**src/hdl/trww_pkg.sv**
```systemverilog
// package for the transfer rate weighted window: sizes, payload types, states
`default_nettype none
package trww_pkg;

  localparam int WINDOW_DEPTH = 30;
  localparam int MS_PER_SECOND = 1000;

  localparam int TOTAL_W   = 48;
  localparam int ELAPSED_W = 16;
  localparam int RATE_W    = 40;
  localparam int HELD_W    = 5;

  localparam int SLOT_W  = (WINDOW_DEPTH > 1) ? $clog2(WINDOW_DEPTH) : 1;
  localparam int FILL_W  = $clog2(WINDOW_DEPTH + 1);
  localparam int WDIV_W  = $clog2(WINDOW_DEPTH * (WINDOW_DEPTH + 1) / 2 + 1);
  localparam int WSUM_W  = RATE_W + WDIV_W;
  localparam int PROD_W  = RATE_W + FILL_W;

  // delta * 1000 stays below 2^58
  localparam int DIVIDEND_W = TOTAL_W + 10;
  localparam int DIVISOR_W  = ELAPSED_W;
  localparam int DIV_CNT_W  = $clog2(DIVIDEND_W + 1);

  typedef struct packed {
    logic [TOTAL_W-1:0]   total_bytes;
    logic [ELAPSED_W-1:0] elapsed_ms;
  } in_item_t;

  typedef struct packed {
    logic [RATE_W-1:0] average_rate;
    logic [RATE_W-1:0] instant_rate;
    logic [HELD_W-1:0] samples_held;
  } out_item_t;

  typedef struct packed {
    logic                  start;
    logic [DIVIDEND_W-1:0] dividend;
    logic [DIVISOR_W-1:0]  divisor;
  } div_req_t;

  typedef struct packed {
    logic                  done;
    logic [DIVIDEND_W-1:0] quotient;
  } div_rsp_t;

  typedef enum logic [3:0] {
    ST_IDLE,
    ST_MUL_A,
    ST_MUL_B,
    ST_RATE_START,
    ST_RATE_WAIT,
    ST_WRITE,
    ST_WALK,
    ST_AVG_START,
    ST_AVG_WAIT,
    ST_OUT
  } trww_state_t;

endpackage
`default_nettype wire

```
**src/hdl/trww_divider.sv**
```systemverilog
// iterative restoring divider, one quotient bit per cycle
`default_nettype none
module trww_divider (
  input  wire logic              clk,
  input  wire logic              rst_n,
  input  wire trww_pkg::div_req_t req,
  output trww_pkg::div_rsp_t      rsp
);
  import trww_pkg::*;

  logic [DIVIDEND_W-1:0] quo_r, quo_nxt;
  logic [DIVISOR_W-1:0]  rem_r, rem_nxt;
  logic [DIVISOR_W-1:0]  dsr_r, dsr_nxt;
  logic [DIV_CNT_W-1:0]  cnt_r, cnt_nxt;
  logic                  done_r, done_nxt;
  logic [DIVISOR_W:0]    trial;
  logic                  fits;

  assign trial = {rem_r, quo_r[DIVIDEND_W-1]};
  assign fits  = (trial >= {1'b0, dsr_r});

  always_comb begin
    quo_nxt  = quo_r;
    rem_nxt  = rem_r;
    dsr_nxt  = dsr_r;
    cnt_nxt  = cnt_r;
    done_nxt = 1'b0;
    if (req.start) begin
      quo_nxt = req.dividend;
      rem_nxt = '0;
      dsr_nxt = req.divisor;
      cnt_nxt = DIV_CNT_W'(DIVIDEND_W);
    end else if (cnt_r != '0) begin
      quo_nxt = {quo_r[DIVIDEND_W-2:0], fits};
      rem_nxt = fits ? DIVISOR_W'(trial - {1'b0, dsr_r}) : DIVISOR_W'(trial);
      cnt_nxt = cnt_r - DIV_CNT_W'(1);
      done_nxt = (cnt_r == DIV_CNT_W'(1));
    end
  end

  always_ff @(posedge clk) begin
    if (!rst_n) begin
      cnt_r  <= '0;
      done_r <= 1'b0;
    end else begin
      cnt_r  <= cnt_nxt;
      done_r <= done_nxt;
    end
    quo_r <= quo_nxt;
    rem_r <= rem_nxt;
    dsr_r <= dsr_nxt;
  end

  assign rsp.done     = done_r;
  assign rsp.quotient = quo_r;

endmodule
`default_nettype wire

```
**src/hdl/transfer_rate_weighted_window_core.sv**
```systemverilog
// top level of the transfer rate meter with a linearly weighted window
//
// channel  direction  handshake          payload
// in_      input      in_valid/in_stall  in_item_t  (total_bytes, elapsed_ms)
// out_     output     out_valid/out_stall out_item_t (average_rate, instant_rate,
//                                                    samples_held)
// cfg_     input      cfg_valid/cfg_ready cfg_data   (enable)
//
// a tick that produces a result makes two passes through the bit-serial divider and
// one walk over the window memory (up to 30 samples), one sample a cycle.
// a disabled or zero-elapsed tick is accepted and leaves no result.
// reset is synchronous, active low; the window memory holds no reset value.
// the next tick is accepted while a result still waits in the output register;
// the block holds in its last step until that register is free.
`default_nettype none
module transfer_rate_weighted_window_core (
  input  wire logic                clk,
  input  wire logic                rst_n,
  input  wire logic                in_valid,
  output logic                     in_stall,
  input  wire trww_pkg::in_item_t  in_data,
  output logic                     out_valid,
  input  wire logic                out_stall,
  output trww_pkg::out_item_t      out_data,
  input  wire logic                cfg_valid,
  output logic                     cfg_ready,
  input  wire logic                cfg_data
);
  import trww_pkg::*;

  trww_state_t state_r, state_nxt;

  logic                  enable_r;
  logic [TOTAL_W-1:0]    prev_total_r;
  logic [TOTAL_W-1:0]    delta_r;
  logic [ELAPSED_W-1:0]  elapsed_r;
  logic [DIVIDEND_W-1:0] acc_r;
  logic [RATE_W-1:0]     rate_r;
  logic [RATE_W-1:0]     avg_r;
  logic [SLOT_W-1:0]     newest_r;
  logic [FILL_W-1:0]     fill_r;
  logic [SLOT_W-1:0]     ptr_r;
  logic [FILL_W-1:0]     w_r;
  logic [FILL_W-1:0]     w1_r;
  logic                  v1_r, v2_r;
  logic [RATE_W-1:0]     rd_r;
  logic [PROD_W-1:0]     prod_r;
  logic [WSUM_W-1:0]     wsum_r;
  logic [WDIV_W-1:0]     wdiv_r;
  logic                  out_valid_r;
  out_item_t             out_data_r;

  logic [RATE_W-1:0]     mem [WINDOW_DEPTH];

  logic                  accept;
  logic                  measure;
  logic                  out_free;
  logic                  out_load;
  logic [SLOT_W-1:0]     slot_next;
  logic [FILL_W-1:0]     fill_next;
  logic [RATE_W-1:0]     rate_sat;
  div_req_t              div_req;
  div_rsp_t              div_rsp;

  assign cfg_ready = 1'b1;
  assign in_stall  = (state_r != ST_IDLE);
  assign accept    = in_valid && !in_stall;
  assign measure   = enable_r && (in_data.elapsed_ms != '0);
  assign out_free  = !out_valid_r || !out_stall;
  assign out_load  = (state_r == ST_OUT) && out_free;

  assign slot_next = (newest_r == SLOT_W'(WINDOW_DEPTH - 1)) ? '0 : newest_r + SLOT_W'(1);
  assign fill_next = (fill_r < FILL_W'(WINDOW_DEPTH)) ? fill_r + FILL_W'(1) : fill_r;
  assign rate_sat  = (|div_rsp.quotient[DIVIDEND_W-1:RATE_W]) ? '1
                                                               : div_rsp.quotient[RATE_W-1:0];

  trww_divider u_div (
    .clk   (clk),
    .rst_n (rst_n),
    .req   (div_req),
    .rsp   (div_rsp)
  );

  always_ff @(posedge clk) begin
    if (!rst_n) begin
      state_r <= ST_IDLE;
    end else begin
      state_r <= state_nxt;
    end
  end

  always_comb begin
    state_nxt        = state_r;
    div_req.start    = 1'b0;
    div_req.dividend = acc_r;
    div_req.divisor  = elapsed_r;
    case (state_r)
      ST_IDLE: begin
        if (accept && measure) begin
          state_nxt = ST_MUL_A;
        end
      end
      ST_MUL_A: state_nxt = ST_MUL_B;
      ST_MUL_B: state_nxt = ST_RATE_START;
      ST_RATE_START: begin
        div_req.start = 1'b1;
        state_nxt     = ST_RATE_WAIT;
      end
      ST_RATE_WAIT: begin
        if (div_rsp.done) begin
          state_nxt = ST_WRITE;
        end
      end
      ST_WRITE: state_nxt = ST_WALK;
      ST_WALK: begin
        if (w_r == '0 && !v1_r && !v2_r) begin
          state_nxt = ST_AVG_START;
        end
      end
      ST_AVG_START: begin
        div_req.start    = 1'b1;
        div_req.dividend = DIVIDEND_W'(wsum_r);
        div_req.divisor  = DIVISOR_W'(wdiv_r);
        state_nxt        = ST_AVG_WAIT;
      end
      ST_AVG_WAIT: begin
        if (div_rsp.done) begin
          state_nxt = ST_OUT;
        end
      end
      ST_OUT: begin
        if (out_free) begin
          state_nxt = ST_IDLE;
        end
      end
      default: state_nxt = ST_IDLE;
    endcase
  end

  // control state
  always_ff @(posedge clk) begin
    if (!rst_n) begin
      enable_r     <= 1'b0;
      prev_total_r <= '0;
      newest_r     <= '0;
      fill_r       <= '0;
      w_r          <= '0;
      v1_r         <= 1'b0;
      v2_r         <= 1'b0;
      out_valid_r  <= 1'b0;
    end else begin
      if (cfg_valid && cfg_ready) begin
        enable_r <= cfg_data;
      end
      if (accept && measure) begin
        prev_total_r <= in_data.total_bytes;
      end
      if (state_r == ST_WRITE) begin
        newest_r <= slot_next;
        fill_r   <= fill_next;
        w_r      <= fill_next;
      end else if (state_r == ST_WALK && w_r != '0) begin
        w_r <= w_r - FILL_W'(1);
      end
      v1_r <= (state_r == ST_WALK) && (w_r != '0);
      v2_r <= v1_r;
      if (out_load) begin
        out_valid_r <= 1'b1;
      end else if (!out_stall) begin
        out_valid_r <= 1'b0;
      end
    end
  end

  // datapath
  always_ff @(posedge clk) begin
    if (accept) begin
      delta_r   <= (in_data.total_bytes > prev_total_r) ? in_data.total_bytes - prev_total_r
                                                        : '0;
      elapsed_r <= in_data.elapsed_ms;
    end
    // times 1000 as (x << 10) - (x << 4) - (x << 3)
    if (state_r == ST_MUL_A) begin
      acc_r <= {delta_r, 10'b0} - {6'b0, delta_r, 4'b0};
    end
    if (state_r == ST_MUL_B) begin
      acc_r <= acc_r - {7'b0, delta_r, 3'b0};
    end
    if (state_r == ST_RATE_WAIT && div_rsp.done) begin
      rate_r <= rate_sat;
    end
    if (state_r == ST_WRITE) begin
      ptr_r  <= slot_next;
      wsum_r <= '0;
      wdiv_r <= '0;
    end else if (state_r == ST_WALK) begin
      if (w_r != '0) begin
        ptr_r <= (ptr_r == '0) ? SLOT_W'(WINDOW_DEPTH - 1) : ptr_r - SLOT_W'(1);
      end
      if (v1_r) begin
        wdiv_r <= wdiv_r + WDIV_W'(w1_r);
      end
      if (v2_r) begin
        wsum_r <= wsum_r + WSUM_W'(prod_r);
      end
    end
    w1_r   <= w_r;
    prod_r <= PROD_W'(rd_r) * PROD_W'(w1_r);
    if (state_r == ST_AVG_WAIT && div_rsp.done) begin
      avg_r <= div_rsp.quotient[RATE_W-1:0];
    end
    if (out_load) begin
      out_data_r.average_rate <= avg_r;
      out_data_r.instant_rate <= rate_r;
      out_data_r.samples_held <= HELD_W'(fill_r);
    end
  end

  // window memory, newest sample written before the walk reads back
  always_ff @(posedge clk) begin
    if (state_r == ST_WRITE) begin
      mem[slot_next] <= rate_r;
    end
    rd_r <= mem[ptr_r];
  end

  assign out_valid = out_valid_r;
  assign out_data  = out_data_r;

endmodule
`default_nettype wire

```
**config.mk**
```make
export PLATFORM = sky130hd
export DESIGN_NAME = transfer_rate_weighted_window_core
export DESIGN_NICKNAME = d
export VERILOG_FILES = /design/src/hdl/trww_pkg.sv /design/src/hdl/trww_divider.sv /design/src/hdl/transfer_rate_weighted_window_core.sv
export SDC_FILE = /design/constraint.sdc
export NUM_CORES = 2
export LEC_CHECK = 0
export BUFFER_PORTS_ARGS = -buffer_cell sky130_fd_sc_hd__buf_4
export CORE_UTILIZATION = 30
export CTS_CLUSTER_DIAMETER = 100
export CTS_CLUSTER_SIZE = 40
export DETAILED_ROUTE_END_ITERATION = 16
export GPL_TIMING_DRIVEN = 0
export RECOVER_POWER = 25
export SLEW_MARGIN = 5
export SYNTH_ARGS = -nofsm -noshare
export SYNTH_HDL_FRONTEND = slang
export SYNTH_SLANG_ARGS = --single-unit
```
**constraint.sdc**
```tcl
create_clock -name clk -period 6.5 [get_ports clk]
set_clock_uncertainty 0.2 [all_clocks]
set_input_delay 0.325 -clock clk [delete_from_list [all_inputs] [get_ports clk]]
set_output_delay 0.325 -clock clk [all_outputs]
set_load 0.01 [all_outputs]
```
# Word level (Yosys, flattened, before mapping)
# Memory sizes are Yosys's and may differ from the RTL's. A register that Yosys moved wholly into a read port is not among the register bits.
# Cells that the tools add are included.
dict set report op_classes {
  addsub 11
  mul 1
  div 0
  order_cmp 3
  n_eq_ne 17
  n_shift 0
  mux 27
  n_bitwise 2
  reduce_logical 35
}
# op n
set op_table {}
lappend op_table {{two-way mux 58 bit} 4}
lappend op_table {{two-way mux 74 bit} 1}
lappend op_table {{subtractor 58 x 51 -> 58 bit} 1}
lappend op_table {{subtractor 58 x 52 -> 58 bit} 1}
lappend op_table {{adder 49 x 45 -> 49 bit} 1}
lappend op_table {{> comparator 48 bit} 1}
lappend op_table {{subtractor 48 bit} 1}
lappend op_table {{multiplier 40 x 5 -> 45 bit} 1}
lappend op_table {{two-way mux 5 bit} 8}
lappend op_table {{one-hot mux 4 bit (10 select lines)} 1}
lappend op_table {{two-way mux 4 bit} 5}
lappend op_table {{OR reduction 18 bit} 1}
lappend op_table {{>= comparator 17 x 16 -> 1 bit} 1}
lappend op_table {{equality test 4 x 3 -> 1 bit (second input constant)} 4}
lappend op_table {{two-way mux 16 bit} 1}
lappend op_table {{nonzero test 16 bit} 1}
lappend op_table {{subtractor 16 bit} 1}
lappend op_table {{two-way mux 6 bit} 2}
lappend op_table {{adder 5 x 1 -> 5 bit (second input constant)} 2}
lappend op_table {{zero test 5 bit} 2}
lappend op_table {{nonzero test 2 bit} 5}
lappend op_table {{subtractor 5 x 1 -> 5 bit (second input constant)} 2}
lappend op_table {{adder 9 x 5 -> 9 bit} 1}
lappend op_table {{logical AND 1 bit} 9}
lappend op_table {{other kinds (21)} 39}
dict set report word_totals {
  ff_bits 568
  latch_bits 0
  mem_bits_rw 1200
  mem_bits_ro 0
  output_inout_bits 88
  wordCells 126
  memories 1
}
# memory depth width rd rd_ports_with_merged_regs wr line_no
set mem_list {}
lappend mem_list {mem 30 40 1 1 1 transfer_rate_weighted_window_core.sv:53} ;# logic [RATE_W-1:0] mem [WINDOW_DEPTH];

# Longest topological paths before layout
dict set report logic_depth {
  depth_word 6
  depth_mapped 20
  ltp_nobuf 19
}

# By module
# From an unflattened synthesis, not the netlist that was laid out.
dict set report unflattened {
  cells_unflattened 5873
  hier_area_um2 84787.6
}
# mod instances cells_per_inst area_each_um2 seq_area_each_um2
set by_module_without_submodules {}
lappend by_module_without_submodules {transfer_rate_weighted_window_core 1 5481 79946.7 49097.1}
lappend by_module_without_submodules {trww_divider 1 392 4840.9 2682.6}

# Least setup slack after synthesis
# Ideal clock, no wire load.
dict set report synth_path {
  kind {register to register}
  start {register state_r[0]}
  end {register out_data_r, in the netlist out_data[0] (enable)}
  setup_time_ns 0.556
  t_arrival_ns 4.902
  setup_slack_ns 0.841
  stages_incl_launch_ff 4
  n_path_buf 1
  period_less_slack_ns 5.659
  path_cell_list {dfxtp_1 clkbuf_1 nand3_1 a21oi_1}
}
dict set report synth_between {
  elab_chain_cells 2
}
# item line_no
set synth_lines {}
lappend synth_lines {{start, declared} transfer_rate_weighted_window_core.sv:31} ;# trww_state_t state_r, state_nxt;
lappend synth_lines {{start signal, assigned} transfer_rate_weighted_window_core.sv:88} ;# state_r <= state_nxt;
lappend synth_lines {{equality test 4 bit} transfer_rate_weighted_window_core.sv:70} ;# assign out_load = (state_r == ST_OUT) && out_free;
lappend synth_lines {{logical AND 1 bit} transfer_rate_weighted_window_core.sv:70}
lappend synth_lines {{named net out_load} transfer_rate_weighted_window_core.sv:58} ;# logic out_load;
lappend synth_lines {{end, declared} transfer_rate_weighted_window_core.sv:51} ;# out_item_t out_data_r;
# The timed path passes the listed nets, and every way through them passes these cells.
# A chain may end at the register's enable or synchronous reset.

# Worst setup path after layout
dict set report layout_path {
  start {register w1_r[3]}
  end {register prod_r[43]}
}
dict set report layout_between {
  elab_chain_cells 1
}
# item line_no
set layout_lines {}
lappend layout_lines {{start, declared} transfer_rate_weighted_window_core.sv:44} ;# logic [FILL_W-1:0] w1_r;
lappend layout_lines {{start signal, assigned} transfer_rate_weighted_window_core.sv:207} ;# w1_r <= w_r;
lappend layout_lines {{multiplier 40 x 5 -> 45 bit} transfer_rate_weighted_window_core.sv:208} ;# prod_r <= PROD_W'(rd_r) * PROD_W'(w1_r);
lappend layout_lines {{end signal, assigned} transfer_rate_weighted_window_core.sv:208}
lappend layout_lines {{end, declared} transfer_rate_weighted_window_core.sv:47} ;# logic [PROD_W-1:0] prod_r;
# Every way passes these cells.

==> impl_metrics.json <==
{
  "outcome": "finished with violations",
  "violations": "design-rule violations",
  "dp_hpwl_mm": 176,
  "rr_worst_depth": 18,
  "hold_viol": 0,
  "synthArstFlopShare": 0,
  "holdCritStartpoint": "in_data[47]",
  "root_buffer": "clkbuf_16",
  "avgSynthCellArea_um2": 14.3,
  "synth_top_area_share": 0.556,
  "timing.rr.start": "w1_r[3]",
  "grt_max_degree": 51,
  "setup_tns_ns": 0,
  "syn_inst": 5910,
  "drive_above_1_share": 0.136,
  "ios": 158,
  "worst-setup-path-type": "reg2reg",
  "setup.worst_path.start": "w1_r[3]",
  "end_kind": "register",
  "vdd_drop_max_v": 0.000250,
  "cts_setup_buffers": 0,
  "seq_area_frac_synth": 0.613,
  "synth_area_um2": 84400,
  "fin_crit_ns": 6.23,
  "cts_made_buffers": 60,
  "antenna_left": 0,
  "grt_use_met3": 0.0196,
  "synth.most_common_cell": "edfxtp_1",
  "drc": 11,
  "die_w_um": 532,
  "synth_seq_cells": 1805,
  "synth_common_cells": "edfxtp_1, nand2_1, mux4_2",
  "place_inst": 9865,
  "totalWireLength_mm": 238,
  "vias": 51203,
  "die_area_um2": 284000,
  "drv_cap": 0,
  "cp-start-kind": "register",
  "p_per_area_nw_per_um2": 239,
  "cts_tree": "done",
  "arrival_ns": 6.70,
  "slew-limit-headroom": 0.0680,
  "ys.flop_type": "edfxtp_1",
  "finalNetCount": 6739,
  "fmax_mhz": 160,
  "clk_latency_ns": 0.84,
  "placeableCoreArea_um2": 280000,
  "synth_edf_count": 1563,
  "place_congestion": 0.896,
  "rrSetupSlack_ns": 0.27,
  "slew_violations": 0,
  "grt_pass1_wl_mm": 347,
  "areaGrowthSynthToFinish_pct": 12.6,
  "drt_pass1_iterations": 14,
  "ys_top_cells_by_area": "edfxtp_1, mux4_2, dfxtp_1",
  "crit_end": "prod_r[43]",
  "initial_core_util": 0.302,
  "regToRegEndpoint": "prod_r[43]",
  "wl_per_cell_um": 23.7,
  "synth_cell_type_count": 86,
  "power_w": 0.0228,
  "cp_max_fo": 10,
  "stdcell_count": 10070,
  "grt.total_usage": 0.165,
  "rsz0062_at_grt": "no",
  "rows": 194,
  "required_ns": 6.97,
  "setup_viol": 0,
  "drt_iter0_drc": 5210,
  "die_height_um": 532,
  "use_met2": 0.267,
  "worst_pin_slew_ns": 1.40,
  "yosysTopAreaCell": "edfxtp_1",
  "h-tree-depth": 2,
  "grt-ovfl-total": 0,
  "finalCritPeriodShare": 0.959,
  "top_usage_layer": "met2",
  "grt_pass1_vias": 51160,
  "path_clk_slew_ns": 0.13,
  "clock_sinks": 1805,
  "hold_class": "in2reg",
  "met1_usage": 0.235,
  "synth_fp_nets": 6367,
  "ys.warnings.count": 0,
  "io_buffers": 155,
  "antenna_found_initial": 20,
  "clockBufferDepth": 3,
  "drt-vias-per-instance": 5.08,
  "leakage_nw": 32.4
}
[worst min-delay path by stage]
stage	to	slack, ns	cells past startpoint
final	prev_total_r[31]	0.16	4
after floorplan	w1_r[4]	0.15	0
after detailed placement	w1_r[0]	0.17	0
after CTS	elapsed_r[0]	0.08	2
after global placement	w1_r[0]	0.17	0
after global routing	prev_total_r[27]	0.14	4
[metal layers]
metal,routed length [µm],vias to the layer above
li1,-,22825
met5,214,-
met3,14600,219
met4,5520,4
met1,107000,26407
met2,111000,1748
[layout by cell type (no fill, tap or decap), types with 18 or more instances in the layout]
cell type / count
o31ai_1: 22
a21oi_1: 347
buf_4: 145
nor2_1: 234
nor3_1: 49
mux2_2: 88
xor2_1: 97
ha_1: 268
fa_1: 119
and2_1: 179
buf_12: 46
clkbuf_1: 255
inv_1: 335
nand3_1: 77
nor2_4: 30
mux4_2: 360
o21bai_1: 28
or3_1: 18
nand2b_1: 62
nand2_1: 488
clkbuf_16: 61
o21a_1: 28
a31oi_1: 34
mux2i_1: 51
buf_1: 34
dfxtp_1: 241
and3_1: 20
edfxtp_1: 1563
dlygate4sd3_1: 79
nand4_1: 53
buf_16: 24
a21boi_0: 67
xnor2_1: 147
o21ai_0: 216
a211oi_1: 21
nor2b_1: 31
a21o_1: 135
[critical path: stages (launching register included)]
cell       delay, ns
dfxtp_1         0.56
clkbuf_4        0.36
and2_1          0.19
fa_1            0.44
fa_1            0.54
inv_1           0.06
fa_1            0.53
inv_1           0.04
ha_1            0.37
a2111oi_0       0.78
o21ai_0         0.20
nand3_1         0.15
nand3_1         0.13
a31oi_2         0.33
o21ai_0         0.20
a221o_1         0.46
a22oi_2         0.31
o21ai_0         0.16
xor2_1          0.17
[report_power, final]
part	internal, W	leakage, nW	switching (W)
clock	0.00196	1.01	0.00375
sequential	0.0131	15.9	0.000395
combinational	0.00140	15.5	0.00217
[sequential cells by signal, indices dropped and copies added (netlist names), 6 cells and up]
register	count
wsum_r	49
wdiv_r	9
prod_r	45
prev_total_r	48
u_div.dsr_r	16
u_div.rem_r	16
rd_r	40
u_div.quo_r	58
avg_r	40
delta_r	48
out_data	85
acc_r	55
mem	1200
elapsed_r	16
u_div.cnt_r	6
rate_r	40
[final cells by class]
| type | instances | area [µm²] |
|---|---|---|
| Multi-Input combinational cell | 3491 | 30600 |
| Sequential cell | 1805 | 51800 |
| Tap cell | 3724 | 4660 |
| Clock buffer | 87 | 1620 |
| Timing Repair Buffer | 310 | 3540 |
| Antenna cell | 12 | 30.0 |
| Fill cell | 27032 | 185000 |
| Inverter | 337 | 1260 |
| Clock inverter | 27 | 500 |
| Buffer | 277 | 1080 |
[repair_timing]
action | in CTS | in global routing
endpoints found under the hold margin | 142 | 0
gates resized for setup | 3 | 16
hold buffers | 79 | 0
endpoints found under the setup margin | 4 | 8
[through the flow]
| stage | setup slack, ns | hold WS (ns) | instance area (µm²) | utilization |
|---|---|---|---|---|
| 6_report | 0.267 | 0.163 | 95100 | 0.340 |
| 5_1_grt | 0.0544 | 0.141 | 95100 | 0.340 |
| 4_1_cts | 0.0363 | 0.0778 | 95100 | 0.340 |
| 3_5_place_dp | -0.177 | 0.166 | 92100 | 0.329 |
| 3_3_place_gp | -5.46 | 0.170 | 90200 | 0.323 |
| 2_1_floorplan | 0.841 | 0.151 | 84400 | - |
[cell families after synthesis]
| logic type | share of synthesized area |
|---|---|
| flops | 0.613 |
| other cells | 0.0000444 |
| fa+ha+maj | 0.0679 |
| xor+xnor | 0.0253 |
| simple gates | 0.0746 |
| mux | 0.114 |
| compound gates | 0.0772 |
| buf+inv | 0.0276 |
(Power assumes the default switching activity.)
